<file path="src/hdl/sprc_mul.sv">
// ---------------------------------------------------------------------------
// Shared multiplier
// Signed 32 x 25 multiply with a registered product.
// ---------------------------------------------------------------------------
module sprc_mul (
  input  logic               clk_i,
  input  logic signed [31:0] a_i,
  input  logic signed [24:0] b_i,
  output logic signed [56:0] prod_o
);

  logic signed [56:0] prod_q;

  always_ff @(posedge clk_i) begin
    prod_q <= 57'(a_i) * 57'(b_i);
  end

  assign prod_o = prod_q;

endmodule

</file>
<file path="config.mk">
export PLATFORM = sky130hd
export DESIGN_NAME = sprc_mul
export DESIGN_NICKNAME = d
export VERILOG_FILES = /design/src/hdl/sprc_mul.sv
export SDC_FILE = /design/constraint.sdc
export NUM_CORES = 2
export LEC_CHECK = 0
export ABC_AREA = 1
export BUFFER_PORTS_ARGS = -buffer_cell sky130_fd_sc_hd__buf_2
export CAP_MARGIN = 20
export CORE_MARGIN = 2
export CORE_UTILIZATION = 65
export CTS_CLUSTER_SIZE = 20
export DETAILED_ROUTE_END_ITERATION = 10
export GPL_TIMING_DRIVEN = 0
export PLACE_DENSITY_LB_ADDON = 0.1
export SLEW_MARGIN = 20
export SYNTH_ARGS = -nofsm -noshare
export SYNTH_HDL_FRONTEND = slang
export SYNTH_SLANG_ARGS = --single-unit
</file>
<file path="constraint.sdc">
create_clock -name clk_i -period 19.09 [get_ports clk_i]
set_input_delay 0.9545 -clock clk_i [delete_from_list [all_inputs] [get_ports clk_i]]
set_output_delay 0.9545 -clock clk_i [all_outputs]
set_load 0.1 [all_outputs]
</file>
# ---- Word level (Yosys, flattened, before mapping)
# Cells that the tools add are included.
dict set report classes {
  addsub 0
  multipliers 1
  div 0
  n_lt_le_gt_ge 0
  eq_ne 0
  shift 0
  muxes 0
  bitwise 0
  n_reduce_logical 0
}
# cell n
set op_table {}
lappend op_table {{$mul A32 B25 Y57} 1}
dict set report word_totals {
  reg_bits 57
  latch_bits 0
  ramBits 0
  romBits 0
  inputBits 58
  out_inout_bits 57
  elab_cells 2
  n_memories 0
}

# ---- Depth between registers and ports, before layout
dict set report logic_depth {
  depth_word 1
  depth_mapped 30
  ltp_nobuf 28
}

# ---- Least setup slack after synthesis
# OpenSTA, ideal clock, no wires.
dict set report synth_path {
  path_kind {in2reg}
  startpoint {input port a_i[31]}
  endpoint {register prod_q[56] (netlist: prod_o[56])}
  arrival_time_ps 7049
  t_required_ps 18978
  slack_ps 11929
  cell_stages 26
  path_cell_list {clkbuf_1 -> clkbuf_1 -> nand2_1 -> inv_1 -> fa_1 -> fa_1 -> inv_1 -> fa_1 -> inv_1 -> fa_1 -> inv_1 -> fa_1 -> inv_1 -> fa_1 -> inv_1 -> fa_1 -> inv_1 -> ha_1 -> nand2_2 -> nor2_1 -> nand2_1 -> nor3_2 -> and2_1 -> nand2_1 -> nand3_1 -> nand2_1}
}
dict set report synth_via {
  elab_chain_len 1
}
# item line
set synth_rtl {}
lappend synth_rtl {{from (decl)} 7} ;# input logic signed [31:0] a_i,
lappend synth_rtl {{$mul A32 B25 Y57} 15} ;# prod_q <= 57'(a_i) * 57'(b_i);
lappend synth_rtl {{to (signal assigned)} 15}
lappend synth_rtl {{to (decl)} 12} ;# logic signed [56:0] prod_q;
# No other way between the ends.

# ---- Worst setup path after layout
dict set report layout_path {
  startpoint {input port a_i[31]}
  endpoint {register prod_q[53] (netlist: prod_o[53])}
}
# The elaborated chain is that of the path after synthesis.

==> impl_results.md <==
- Area Growth Syn to Fin: 4.818%
- Detailed placement HPWL: 90850 um
- Worst Setup Path Type: input port to flop
- CTS root buf: clkbuf_16
- H-Tree Depth: 3
- Avg Inst Size Synth: 7.498 um^2
- DRT iter0 DRCs: 2926
- # Post-CTS Setup Buffers: 0
- Final hold violation count: 0
- Sinks on Clock Net: 57
- GPL Wtd Cong: 1.068
- Total grt overflow: 0
- Routed vias: 27.04k
- CTS Buf Count: 9
- Worst Hold Path EP: prod_o[0]
- ANT nets after route: 0
- Hold-critical path depth: 3
- Max-cap violation count: 0
- Area occupied by multi-input gates: 24900 um^2
- First-pass GRT wire length: 164400 um
- Setup violations, final: 0
- FF/Latch Area: 1141 um^2
- Most frequent cells in the layout: inv_1 (1502), nand2_1 (1292), fa_1 (818)
- CTS tree: done
- Hold-fix buffers, CTS: 0
- Source of the worst hold timing path: a_i[0]
- Crit path DAT: 8.35 ns
- RSZ-0062 raised after global routing: no
- Core Area: 49050 um^2
- Utilization after layout: 69.09%
- Std cell rows: 81
- Final Max Slew Viols: 0
- Most common cell after layout, fill and taps aside: inv_1
- Slew @ Worst Pin: 1.168 ns
- Distinct cells, synth: 28
- Die width: 227.0 um
- Final #Nets: 5437
- Final setup TNS: 0 ns
- Post-Route WL: 106300 um
- Die area: 51540 um^2
- IO buf count: 82
- Remaining DRCs: 0
- Layout cells sized above 1: 3.243%
- Die Height: 227.0 um
- GRT Overall Usage: 44.33%
- Max Buffers Root-to-Sink: 2
- Sequential-to-total area share from yosys stat: 3.529%
- Status: finished, final reports clean
- Syn Inst Count: 4312
- Vias in the first global route: 28.12k
- Post-CTS sizing: 0
- Post-layout min period: 8.150 ns
- Worst slew margin: 22.13%
- Setup crit start kind: input port
- IO Count: 115
- Tcrit/Tclk final: 42.69%
- Post-Syn Nets: 5344
- Initial Util: 65.91%
- Max FFs per register: 57
- Vias per cell: 5.327
- Antenna violations before repair: 0
- CP required: 19.29 ns
- CP max FO: 10
- Clock-pin slew on the worst setup and hold paths: 0.05 ns
- Max Freq: 122.7 MHz
- Wirelength per Cell: 20.95 um
- Largest net degree at the start of global routing: 16
- Min setup slack post-route: 10.94 ns
- Critical path's largest stage delay: 0.70 ns
- Mapped Area: 32330 um^2
- Slowest-stage cell, CP: fa_1
- Filler instances: 4365
- Placement Setup Slack: 10.72 ns
- Register bit count reported by yosys: 57
- Initial DRT Pass Iterations: 6
- Synth warnings: 0
- Worst Hold Class: input port to flop
- CP endpoint kind: flop
==> how the worst max path moves through the flow <==
stage               startpoint          to  depth (start not counted)
floorplan              a_i[31]  prod_o[56]                         26
global placement       a_i[31]  prod_o[45]                         24
detailed placement     a_i[31]  prod_o[53]                         25
CTS                    a_i[31]  prod_o[41]                         22
global route           a_i[31]  prod_o[53]                         25
finish                 a_i[31]  prod_o[53]                         25
==> synth_stat cells, drive strengths merged <==
cell type	n	share of area (%)
o21bai	6	0.14
dfxtp	57	3.5
ha	155	6.0
buf	1	0.012
a21boi	2	0.046
nor3	14	0.29
nor2	125	1.6
and3b	1	0.027
clkbuf	170	2.0
nor4	1	0.019
fa	819	51
xnor2	5	0.14
or2	7	0.14
nand4	21	0.41
nand2	1295	15
nand3	55	0.96
a21oi	32	0.50
o21ai	5	0.077
and2	7	0.14
inv	1505	17
xor2	29	0.79
==> cell families after synthesis <==
kind of cell,count (synthesis),share of synthesized area [%]
AOI/OAI and AO/OA,45,0.7584
xor gates and xnor gates,34,0.9210
adders and majority gates,974,56.71
buffers and inverters,1676,19.46
DFF,57,3.529
and+or+nand+nor,1526,18.63
==> layout make-up <==
| type | count | area share (%) |
|---|---|---|
| Sequential cell | 57 | 3.367 |
| Timing Repair Buffer | 82 | 1.211 |
| Multi-Input combinational cell | 2579 | 73.48 |
| Inverter | 1505 | 16.67 |
| Clock buffer | 10 | 0.7052 |
| Buffer | 171 | 1.905 |
| Clock inverter | 6 | 0.1957 |
| Tap cell | 664 | 2.451 |
| Antenna cell | 2 | 0.01477 |
==> through the flow <==
stage | hold WS [ns] | instance area (um^2) | cells
detailed placement | 1.506 | 33570 | 5058
global route | 1.214 | 33890 | 5074
global placement | 1.486 | 33570 | 5058
CTS | 1.178 | 33880 | 5074
finish | 1.211 | 33890 | 5076
floorplan | 1.235 | 32330 | 4312
==> worst max-delay path: cells and delay by family <==
| family | cells | cell delay (ns) |
|---|---|---|
| buf+inv | 9 | 1.71 |
| simple gates | 8 | 1.32 |
| fa+ha+maj | 8 | 4.34 |
==> per-layer routing <==
metal	share of wire, %	track usage, %	wire [um]
met5	0	0	0
met4	8.3	28.51	8807
met3	13	12.47	13590
met2	43	66.76	45690
met1	36	56.81	38240
Power is not shown: default switching activity piles up to over one toggle a cycle in this logic, so the estimate is an artifact.
